### src/design/pnmp_pkg.sv
package pnmp_pkg;

    // Parser phase codes
    typedef enum logic [3:0] {
        PH_MAGIC0    = 4'd0,
        PH_MAGIC1    = 4'd1,
        PH_WIDTH     = 4'd2,
        PH_HEIGHT    = 4'd3,
        PH_MAXVAL    = 4'd4,
        PH_BODY      = 4'd5,
        PH_ERR_MAGIC = 4'd8,
        PH_ERR_NUM   = 4'd9,
        PH_ERR_SIZE  = 4'd10
    } phase_t;

    // Result kinds
    localparam logic [1:0] KIND_SAMPLE = 2'd0;
    localparam logic [1:0] KIND_HEADER = 2'd1;
    localparam logic [1:0] KIND_END    = 2'd2;

    // End-of-file status codes
    localparam logic [2:0] ST_OK        = 3'd0;
    localparam logic [2:0] ST_BAD_MAGIC = 3'd1;
    localparam logic [2:0] ST_BAD_NUM   = 3'd2;
    localparam logic [2:0] ST_TRUNC     = 3'd3;
    localparam logic [2:0] ST_SIZE      = 3'd4;

    // Characters of the header syntax
    localparam logic [7:0] CH_P       = 8'h50;
    localparam logic [7:0] CH_5       = 8'h35;
    localparam logic [7:0] CH_6       = 8'h36;
    localparam logic [7:0] CH_0       = 8'h30;
    localparam logic [7:0] CH_9       = 8'h39;
    localparam logic [7:0] CH_HASH    = 8'h23;
    localparam logic [7:0] CH_NL      = 8'h0A;
    localparam logic [7:0] CH_SPACE   = 8'h20;
    localparam logic [7:0] CH_WS_LO   = 8'h09;
    localparam logic [7:0] CH_WS_HI   = 8'h0D;

    // Largest maxval that still means one byte per sample
    localparam int unsigned BYTE_MAX = 255;

    localparam logic [1:0] LAYERS_GREY   = 2'd1;
    localparam logic [1:0] LAYERS_COLOUR = 2'd3;

    // Result queue depth
    localparam int unsigned RQ_DEPTH = 4;

    typedef struct packed {
        logic [1:0]  kind;
        logic [15:0] sample;
        logic [15:0] image_width;
        logic [15:0] image_height;
        logic [15:0] max_value;
        logic [1:0]  layer_count;
        logic [2:0]  status;
        logic        final_res;
    } res_t;

    // Up to two results caused by one accepted byte
    typedef struct packed {
        logic [1:0] cnt;
        res_t       first;
        res_t       second;
    } push_t;

endpackage

### src/design/pnmp_core.sv
module pnmp_core
    import pnmp_pkg::*;
#(
    parameter int DIM_BITS = 16
)
(
    input  logic       clk,
    input  logic       rst_n,
    input  logic       accept,
    input  logic [7:0] byte_in,
    input  logic       last_in,
    output push_t      push
);

    localparam int TW = DIM_BITS + 4;

    phase_t                phase_reg,  phase_next;
    logic                  in_comment_reg, in_comment_next;
    logic [DIM_BITS-1:0]   token_reg,  token_next;
    logic                  started_reg, started_next;
    logic [DIM_BITS-1:0]   width_reg,  width_next;
    logic [DIM_BITS-1:0]   height_reg, height_next;
    logic [DIM_BITS-1:0]   maxval_reg, maxval_next;
    logic [1:0]            layers_reg, layers_next;
    logic [DIM_BITS-1:0]   col_reg,    col_next;
    logic [DIM_BITS-1:0]   row_reg,    row_next;
    logic [1:0]            comp_reg,   comp_next;
    logic [7:0]            high_reg,   high_next;
    logic                  second_reg, second_next;

    logic                  is_ws;
    logic                  is_digit;
    logic [TW-1:0]         tok_new;
    logic                  body_full;
    logic                  full_after;
    logic                  emit_hdr;
    logic                  emit_smp;
    logic [15:0]           smp_val;
    logic [2:0]            end_status;
    res_t                  res_body;
    res_t                  res_end;

    assign is_ws    = (byte_in inside {CH_SPACE, [CH_WS_LO:CH_WS_HI]});
    assign is_digit = (byte_in inside {[CH_0:CH_9]});
    assign tok_new  = (TW'(token_reg) << 3) + (TW'(token_reg) << 1)
                    + TW'(byte_in[3:0]);
    assign body_full = (width_reg == '0) || (height_reg == '0) || (row_reg >= height_reg);

    always_comb
    begin
        phase_next      = phase_reg;
        in_comment_next = in_comment_reg;
        token_next      = token_reg;
        started_next    = started_reg;
        width_next      = width_reg;
        height_next     = height_reg;
        maxval_next     = maxval_reg;
        layers_next     = layers_reg;
        col_next        = col_reg;
        row_next        = row_reg;
        comp_next       = comp_reg;
        high_next       = high_reg;
        second_next     = second_reg;
        emit_hdr        = 1'b0;
        emit_smp        = 1'b0;
        smp_val         = 16'd0;
        full_after      = 1'b0;
        end_status      = ST_OK;
        res_body        = '0;
        res_end         = '0;
        push            = '0;

        if (accept)
        begin
            case (phase_reg)
                PH_MAGIC0:
                begin
                    phase_next = (byte_in == CH_P) ? PH_MAGIC1 : PH_ERR_MAGIC;
                end
                PH_MAGIC1:
                begin
                    if (byte_in == CH_5)
                    begin
                        layers_next = LAYERS_GREY;
                        phase_next  = PH_WIDTH;
                    end
                    else if (byte_in == CH_6)
                    begin
                        layers_next = LAYERS_COLOUR;
                        phase_next  = PH_WIDTH;
                    end
                    else
                    begin
                        phase_next = PH_ERR_MAGIC;
                    end
                end
                PH_WIDTH, PH_HEIGHT, PH_MAXVAL:
                begin
                    if (in_comment_reg)
                    begin
                        if (byte_in == CH_NL)
                        begin
                            in_comment_next = 1'b0;
                        end
                    end
                    else if (is_ws || byte_in == CH_HASH)
                    begin
                        if (started_reg)
                        begin
                            token_next   = '0;
                            started_next = 1'b0;
                            if (phase_reg == PH_WIDTH)
                            begin
                                width_next      = token_reg;
                                phase_next      = PH_HEIGHT;
                                in_comment_next = (byte_in == CH_HASH);
                            end
                            else if (phase_reg == PH_HEIGHT)
                            begin
                                height_next     = token_reg;
                                phase_next      = PH_MAXVAL;
                                in_comment_next = (byte_in == CH_HASH);
                            end
                            else if (token_reg == '0)
                            begin
                                phase_next = PH_ERR_NUM;
                            end
                            else
                            begin
                                // separator byte after maxval: skip, never a comment
                                maxval_next = token_reg;
                                phase_next  = PH_BODY;
                                emit_hdr    = 1'b1;
                            end
                        end
                        else if (byte_in == CH_HASH)
                        begin
                            in_comment_next = 1'b1;
                        end
                    end
                    else if (is_digit)
                    begin
                        started_next = 1'b1;
                        token_next   = tok_new[DIM_BITS-1:0];
                        if (|tok_new[TW-1:DIM_BITS])
                        begin
                            phase_next = PH_ERR_NUM;
                        end
                    end
                    else
                    begin
                        phase_next = PH_ERR_NUM;
                    end
                end
                PH_BODY:
                begin
                    if (body_full)
                    begin
                        phase_next = PH_ERR_SIZE;
                    end
                    else if (maxval_reg > DIM_BITS'(BYTE_MAX) && !second_reg)
                    begin
                        high_next   = byte_in;
                        second_next = 1'b1;
                    end
                    else
                    begin
                        emit_smp    = 1'b1;
                        second_next = 1'b0;
                        smp_val     = second_reg ? {high_reg, byte_in} : {8'd0, byte_in};
                        // advance component, column, row
                        if ((comp_reg + 2'd1) >= layers_reg)
                        begin
                            comp_next = 2'd0;
                            if ((DIM_BITS+1)'(col_reg) + 1'b1 >= (DIM_BITS+1)'(width_reg))
                            begin
                                col_next = '0;
                                row_next = row_reg + 1'b1;
                            end
                            else
                            begin
                                col_next = col_reg + 1'b1;
                            end
                        end
                        else
                        begin
                            comp_next = comp_reg + 2'd1;
                        end
                    end
                end
                default:
                begin
                    // error phases: drop bytes until the last one
                end
            endcase

            full_after = (width_next == '0) || (height_next == '0)
                       || (row_next >= height_next);

            case (phase_next)
                PH_ERR_MAGIC: end_status = ST_BAD_MAGIC;
                PH_ERR_NUM:   end_status = ST_BAD_NUM;
                PH_ERR_SIZE:  end_status = ST_SIZE;
                PH_BODY:      end_status = (full_after && !second_next) ? ST_OK : ST_SIZE;
                default:      end_status = ST_TRUNC;
            endcase

            res_body.kind         = emit_hdr ? KIND_HEADER : KIND_SAMPLE;
            res_body.sample       = smp_val;
            res_body.image_width  = 16'(width_next);
            res_body.image_height = 16'(height_next);
            res_body.max_value    = 16'(maxval_next);
            res_body.layer_count  = layers_next;
            res_body.status       = ST_OK;
            res_body.final_res    = !last_in;

            res_end              = res_body;
            res_end.kind         = KIND_END;
            res_end.sample       = 16'd0;
            res_end.status       = end_status;
            res_end.final_res    = 1'b1;

            if (emit_hdr || emit_smp)
            begin
                push.first  = res_body;
                push.second = res_end;
                push.cnt    = last_in ? 2'd2 : 2'd1;
            end
            else if (last_in)
            begin
                push.first = res_end;
                push.cnt   = 2'd1;
            end

            // re-arm for the next file
            if (last_in)
            begin
                phase_next      = PH_MAGIC0;
                in_comment_next = 1'b0;
                token_next      = '0;
                started_next    = 1'b0;
                width_next      = '0;
                height_next     = '0;
                maxval_next     = '0;
                layers_next     = LAYERS_GREY;
                col_next        = '0;
                row_next        = '0;
                comp_next       = 2'd0;
                high_next       = 8'd0;
                second_next     = 1'b0;
            end
        end
    end

    always_ff @(posedge clk or negedge rst_n)
    begin
        if (!rst_n)
        begin
            phase_reg      <= PH_MAGIC0;
            in_comment_reg <= 1'b0;
            token_reg      <= '0;
            started_reg    <= 1'b0;
            width_reg      <= '0;
            height_reg     <= '0;
            maxval_reg     <= '0;
            layers_reg     <= LAYERS_GREY;
            col_reg        <= '0;
            row_reg        <= '0;
            comp_reg       <= 2'd0;
            high_reg       <= 8'd0;
            second_reg     <= 1'b0;
        end
        else
        begin
            phase_reg      <= phase_next;
            in_comment_reg <= in_comment_next;
            token_reg      <= token_next;
            started_reg    <= started_next;
            width_reg      <= width_next;
            height_reg     <= height_next;
            maxval_reg     <= maxval_next;
            layers_reg     <= layers_next;
            col_reg        <= col_next;
            row_reg        <= row_next;
            comp_reg       <= comp_next;
            high_reg       <= high_next;
            second_reg     <= second_next;
        end
    end

endmodule

### src/design/pnmp_rq.sv
module pnmp_rq
    import pnmp_pkg::*;
(
    input  logic  clk,
    input  logic  rst_n,
    input  push_t push,
    output logic  room,
    output logic  out_valid,
    input  logic  out_ready,
    output res_t  out_res
);

    localparam int PW = $clog2(RQ_DEPTH);
    localparam int CW = $clog2(RQ_DEPTH + 1);

    res_t          q_reg [RQ_DEPTH];
    logic [PW-1:0] wr_reg, wr_next;
    logic [PW-1:0] rd_reg, rd_next;
    logic [CW-1:0] cnt_reg, cnt_next;
    logic          pop;

    assign out_valid = (cnt_reg != '0);
    assign out_res   = q_reg[rd_reg];
    assign pop       = out_valid && out_ready;
    // room for a full pair of results
    assign room      = (cnt_reg <= CW'(RQ_DEPTH - 2));

    always_comb
    begin
        wr_next  = wr_reg + PW'(push.cnt);
        rd_next  = rd_reg + PW'(pop);
        cnt_next = cnt_reg + CW'(push.cnt) - CW'(pop);
    end

    always_ff @(posedge clk or negedge rst_n)
    begin
        if (!rst_n)
        begin
            wr_reg  <= '0;
            rd_reg  <= '0;
            cnt_reg <= '0;
        end
        else
        begin
            wr_reg  <= wr_next;
            rd_reg  <= rd_next;
            cnt_reg <= cnt_next;
        end
    end

    always_ff @(posedge clk)
    begin
        if (push.cnt != 2'd0)
        begin
            q_reg[wr_reg] <= push.first;
        end
        if (push.cnt == 2'd2)
        begin
            q_reg[wr_reg + PW'(1)] <= push.second;
        end
    end

endmodule

### src/design/pnm_header_and_body_parser_top.sv
// Channel  Dir  tdata (low bit up)                                  tuser  tlast
// s_*      in   byte_req[7:0]                                       -      is_final_byte
// m_*      out  sample, image_width, image_height, max_value,       kind   final_res
//               layer_count, status, 3 zero pad bits (72 bits)
//
// One byte is taken per cycle while s_tready is high; its results enter a four-entry
// result queue in the same cycle and leave its head one per cycle with m_tready high.
// A byte that closes the header or carries a sample and is also the last byte
// yields two results, so the output side sets the sustained rate there.
// s_tready drops while the queue cannot take a pair of results (more than two held).
// rst_n clears the parser to "expect magic" and empties the queue; the last
// byte of a file re-arms the parser for the next file.
module pnm_header_and_body_parser_top
    import pnmp_pkg::*;
#(
    parameter int DIM_BITS = 16
)
(
    input  logic        clk,
    input  logic        rst_n,
    input  logic        s_tvalid,
    output logic        s_tready,
    input  logic [7:0]  s_tdata,   // byte_req[7:0]
    input  logic        s_tlast,
    output logic        m_tvalid,
    input  logic        m_tready,
    output logic [71:0] m_tdata,   // sample, image_width, image_height, max_value,
                                   // layer_count, status, zero pad
    output logic [1:0]  m_tuser,   // kind
    output logic        m_tlast
);

    logic  accept;
    push_t push;
    res_t  head;

    assign accept = s_tvalid && s_tready;

    // Parse the accepted item against the header/body state
    pnmp_core #(
        .DIM_BITS (DIM_BITS)
    ) u_core (
        .clk     (clk),
        .rst_n   (rst_n),
        .accept  (accept),
        .byte_in (s_tdata),
        .last_in (s_tlast),
        .push    (push)
    );

    // Hold results until the sink takes them
    pnmp_rq u_rq (
        .clk       (clk),
        .rst_n     (rst_n),
        .push      (push),
        .room      (s_tready),
        .out_valid (m_tvalid),
        .out_ready (m_tready),
        .out_res   (head)
    );

    assign m_tdata = {3'b000, head.status, head.layer_count, head.max_value,
                      head.image_height, head.image_width, head.sample};
    assign m_tuser = head.kind;
    assign m_tlast = head.final_res;

endmodule
### config.mk
export PLATFORM = sky130hd
export DESIGN_NAME = pnm_header_and_body_parser_top
export DESIGN_NICKNAME = d
export VERILOG_FILES = /design/src/design/pnmp_pkg.sv /design/src/design/pnmp_core.sv /design/src/design/pnmp_rq.sv /design/src/design/pnm_header_and_body_parser_top.sv
export SDC_FILE = /design/constraint.sdc
export NUM_CORES = 1
export LEC_CHECK = 0
export BUFFER_PORTS_ARGS = -buffer_cell sky130_fd_sc_hd__buf_4
export CORE_ASPECT_RATIO = 2
export CORE_MARGIN = 2
export CORE_UTILIZATION = 65
export DETAILED_ROUTE_END_ITERATION = 6
export GPL_ROUTABILITY_DRIVEN = 0
export PLACE_DENSITY = 0.83
export SYNTH_ARGS = -nofsm -noshare
export SYNTH_HDL_FRONTEND = slang
export SYNTH_SLANG_ARGS = --single-unit
### constraint.sdc
create_clock -name clk -period 13.45 [get_ports clk]
set_input_delay 2.0175 -clock clk [delete_from_list [all_inputs] [get_ports clk]]
set_output_delay 2.0175 -clock clk [all_outputs]
set_load 0.01 [all_outputs]
# ---- Yosys cells after proc, flatten, opt, wreduce, memory -nomap -nowiden
# Memory sizes are Yosys's and may differ from the RTL's.
# Index checks and enable logic that the tools add are counted.
dict set report totals {
  ff_bits 122
  ramBits 288
  in_bits 13
  word_cells 212
  mem_count 1
}
dict set report classes {
  addsub 11
  order_cmp 10
  eq_ne 20
  mux 117
  reduce_logical 37
}
# name words width read_ports rd_clocked_by_memory_dff write_ports line
set mem_list {}
lappend mem_list {u_rq.q_reg 4 72 1 0 2 pnmp_rq.sv:16} ;# res_t q_reg [RQ_DEPTH];
# cell count
set op_table {}
lappend op_table {{two-way mux 16 bit} 46}
lappend op_table {{two-way mux 146 bit} 1}
lappend op_table {{logical NOT 16 bit} 5}
lappend op_table {{two-way mux 74 bit} 1}
lappend op_table {{two-way mux 73 bit} 1}
lappend op_table {{two-way mux 72 bit} 1}
lappend op_table {{two-way mux 4 bit} 14}
lappend op_table {{two-way mux 1 bit} 36}
lappend op_table {{adder 16 x 1 -> 16 bit, second input constant} 2}
lappend op_table {{== test 8 x 6 -> 1 bit, second input constant} 4}
lappend op_table {{>= comparator 16 bit} 2}
lappend op_table {{two-way mux 8 bit} 4}
lappend op_table {{adder 19 x 17 -> 20 bit} 1}
lappend op_table {{adder 20 x 4 -> 20 bit} 1}
lappend op_table {{two-way mux 2 bit} 10}
lappend op_table {{adder 16 x 1 -> 17 bit, second input constant} 1}
lappend op_table {{>= comparator 17 x 16 -> 1 bit} 1}
lappend op_table {{greater-than comparator 16 x 8 -> 1 bit, second input constant} 1}
lappend op_table {{case mux 4 bit (4 select lines)} 1}
lappend op_table {{== test 4 x 3 -> 1 bit, second input constant} 3}
lappend op_table {{== test 4 bit, second input constant} 3}
lappend op_table {{case mux 3 bit (4 select lines)} 1}
lappend op_table {{AND reduction 4 bit} 3}
lappend op_table {{nonzero test 2 bit} 6}
lappend op_table {{28 further kinds} 46}

# ---- Depth between registers and ports, before layout
dict set report depth {
  ltp_word 20
  depth_mapped 27
  ltp_nobuf 26
}

# ---- Cells and area by module
# A second synthesis with hierarchy kept.
dict set report unflattened {
  hier_cells 1851
  hier_area_um2 24440.9
}
# mod instances cells_each area_per_inst_um2 seq_area_each_um2
set modules_own_cells {}
lappend modules_own_cells {pnmp_rq 1 738 14873.0 8823.5}
lappend modules_own_cells {pnmp_core 1 1108 9535.4 2879.0}
lappend modules_own_cells {pnm_header_and_body_parser_top 1 5 32.5 0.0}

# ---- Least setup slack after synthesis
# OpenSTA, ideal clock, no wires.
dict set report synth_path {
  path_kind {input-to-reg}
  start {input port s_tdata[5]}
  end {memory u_rq.q_reg[0][37] in the netlist's numbering (data pin)}
  arrival_ns 6.459
  required_time_ns 13.183
  setup_slack_ns 6.724
  cell_stages 16
  path_buffers 4
  path_cell_list {buf_4 -> or3b_1 -> o32ai_2 -> o21a_1 -> nand3_1 -> buf_2 -> nand2_1 -> clkbuf_1 -> ha_1 -> o21ai_0 -> nor3_1 -> nor2_1 -> inv_1 -> a22oi_1 -> clkbuf_1 -> nor2_1}
}
# element line
set synth_rtl {}
lappend synth_rtl {{from (decl)} pnm_header_and_body_parser_top.sv:23} ;# input logic [7:0] s_tdata,
lappend synth_rtl {{to (decl)} pnmp_rq.sv:16}

==> results.cfg <==
[run_status]
status = complete, no violations

[synth]
ys.flop_type = edfxtp_1
synth_edf_count = 220
synth-seq-cells = 410
synth_top_family_by_area = compound AO/OA/AOI/OAI gates
synth_fa_ha_area_frac = 0.0575
ys_seq_area_frac = 0.534
synth_compound_area_frac = 0.131
yosys.area_share.simple = 0.129
netlist.area_leader.share = 0.320
syn_inst = 1781
yosysTopAreaCell = edfxtp_1
ys_types = 83
syn_area_mm2 = 0.0206
synth_mux_area_frac = 0.0976
synth_commonest_cells = nor2_1, edfxtp_1, dfrtp_1
synth_area_leaders = edfxtp_1, dfrtp_1, mux4_2
avgSynthCellArea_um2 = 11.6
yosysMostFrequentCell = nor2_1
async_reset_ff_frac = 0.298
yosys.area_share.xor_xnor = 0.0208
ys_warn_count = 0

[power]
p_sw_mw = 1.20
vdd_drop_max_mv = 0.140
pwr-share-comb = 0.296
power_density_mw_per_mm2 = 162
total_power_mw = 3.70
internal_power_mw = 2.50
p_seq_frac = 0.411
power_switching_share = 0.324
power.leakage_nw = 9.05
power.share.clock = 0.293

[clocking]
clock-root-buffer = clkbuf_16
post-cts-setup-buffers = 0
numCtsBuffers = 35
clock_path_buffers = 3
clk_pin_slew_worst_paths_ns = 0.07
cts_hold_buf = 0
htreeDepth = 2
cts.sinks = 410
cts_tree = built
insertion_delay_ns = 0.54
cts-resized-gates = 0

[routing]
routed_wl_um = 54300
dr_total_vias = 15400
vias_per_cell = 6.78
ant_nets = 0
drc_errors = 0
drt_iter0_drc = 1831
firstDrtPassIters = 5
wire_per_inst_um = 23.8

[timing]
min_period_ns = 7.33
slew_headroom = 0.170
maxSlewViolCount = 0
finalSetupViolations = 0
fmax_mhz = 136
hold_viol_final = 0
holdWs_ns = 0.468
skew_ns = 0.0170
period_share = 0.545
worst_slew_pin_slew_ns = 1.23
fin_setup_tns_ns = 0
rsz0062_at_grt = false

[min_path]
worst_hold_path_type = flip-flop to flip-flop

[worst_setup_path]
critPathLaunchType = input port
critPathKind = input port to flip-flop
crit_path_end_kind = flip-flop
critPathMaxFanout = 56
critPathRequiredTime_ns = 13.71
arrival_ns = 7.59

[die]
die_h_um = 256
initial_utilization = 0.656
die_area_mm2 = 0.0333
core_area_mm2 = 0.0314
die_x_um = 130
pin_count = 90
rows = 92

[place]
dpl_cell_area_mm2 = 0.0216
port_buffers = 86
dp_hpwl_um = 35700

[global_route]
grt_usage = 0.331
first_global_vias = 15900
grt_pass1_wl_um = 85600
grt_antenna_before_repair = 0
grt-ovfl-total = 0
grt_max_degree = 75

[cells_and_area]
seqCellArea_mm2 = 0.0110
largest_register_ffs = 288
multi_input_area_mm2 = 0.00904
drive_above_1_share = 0.141
nets = 1935
syn_to_final_growth_pct = 10.8
n_antenna_cell = 0
stdcell_area_mm2 = 0.0228
n_fill_cell = 2081

[job]
cap_violations = 0
[cell families after synthesis]
kind of cell / count (synthesis)
other: 1
AO/OA/AOI/OAI: 385
adder cells (fa/ha/maj): 93
multiplexers: 111
XOR/XNOR: 49
buffers and inverters: 157
flip-flops: 410
AND/OR/NAND/NOR: 575
[power by group through the flow]
stage	logic, mW	registers, mW	clock network [mW]
finish	1.09	1.52	1.08
detailed placement	1.08	1.54	0
CTS	1.09	1.52	1.09
global placement	1.06	1.54	0
floorplan	0.753	1.45	0
global route	1.18	1.53	1.13
[worst max-delay path, cell delays in order]
cell and delay (ns):
buf_4 0.17, or3b_1 0.39, o32ai_2 0.21, o21a_1 0.35, nand3_1 0.78, nand2_1 0.95, ha_1 0.41, o21ai_0 0.43
nor2_1 0.12, nor2_1 0.13, buf_4 0.27, inv_2 0.05, buf_4 0.36, a21boi_4 0.24, buf_4 0.54, nor2_1 0.10
[routing by layer]
layer	vias to the layer above	global-route usage	share of wire
li1	6758	-	-
met1	7658	0.390	0.35
met2	808	0.571	0.52
met3	221	0.0449	0.065
met4	0	0.192	0.061
met5	-	0	0
[worst paths after layout]
check | cells after the start | slack, ns | start | to
max | 16 | 6.12 | s_tdata[3] | u_rq.q_reg[1][24]
min | 2 | 0.47 | u_rq.q_reg[3][70] | u_rq.q_reg[3][70]
max reg2reg | 25 | 6.28 | u_core.col_reg[2] | u_rq.q_reg[2][3]
min reg2reg | 2 | 0.47 | u_rq.q_reg[3][70] | u_rq.q_reg[3][70]
max in group asynchronous | 2 | 10.44 | rst_n | u_core.row_reg[10]
min in group asynchronous | 1 | 1.52 | rst_n | u_core.high_reg[6]
[area by class of cell]
| type | instances | area share |
|---|---|---|
| Timing Repair Buffer | 110 | 0.0361 |
| Multi-Input combinational cell | 1216 | 0.396 |
| Clock buffer | 50 | 0.0430 |
| Inverter | 56 | 0.00920 |
| Clock inverter | 14 | 0.00986 |
| Sequential cell | 410 | 0.483 |
| Tap cell | 423 | 0.0232 |
[metrics by stage]
stage | std cells | setup slack [ns] | utilization
6_report | 2279 | 6.12 | 0.727
5_1_grt | 2279 | 5.62 | 0.727
4_1_cts | 2279 | 6.16 | 0.727
3_5_place_dp | 2215 | 5.60 | 0.689
3_3_place_gp | 2215 | 5.80 | 0.689
2_1_floorplan | 1783 | 6.72 | -
[cell usage in the layout, fill, tap and decap left out, types with 4 or more instances in the layout]
master / synthesis / layout
a211oi_1: 9 / 9
inv_2: 0 / 4
nor4_1: 17 / 17
dfxtp_1: 68 / 68
o21ai_1: 28 / 28
nor3_1: 26 / 26
nand2_1: 106 / 105
o21a_1: 9 / 9
clkbuf_16: 0 / 36
ha_1: 90 / 90
a21oi_1: 59 / 59
a21o_1: 17 / 17
edfxtp_1: 220 / 220
nand4_1: 21 / 21
or3_1: 8 / 8
bufinv_16: 0 / 5
and2_1: 8 / 9
mux4_2: 72 / 72
a31oi_1: 7 / 7
dfrtp_1: 121 / 119
buf_4: 4 / 110
a22o_1: 108 / 108
xor2_1: 27 / 27
nand3_1: 27 / 27
inv_1: 56 / 52
xnor2_1: 22 / 22
nor2b_1: 15 / 15
nor2_1: 280 / 280
a22oi_1: 10 / 9
nand2b_1: 15 / 15
and3_1: 20 / 20
a221o_1: 5 / 5
o21ai_0: 56 / 56
clkbuf_1: 82 / 11
mux2i_1: 38 / 38
o22ai_1: 23 / 23
a211o_1: 7 / 7
o211ai_1: 16 / 16
nor3b_1: 5 / 5
(Power assumes the default switching activity.)
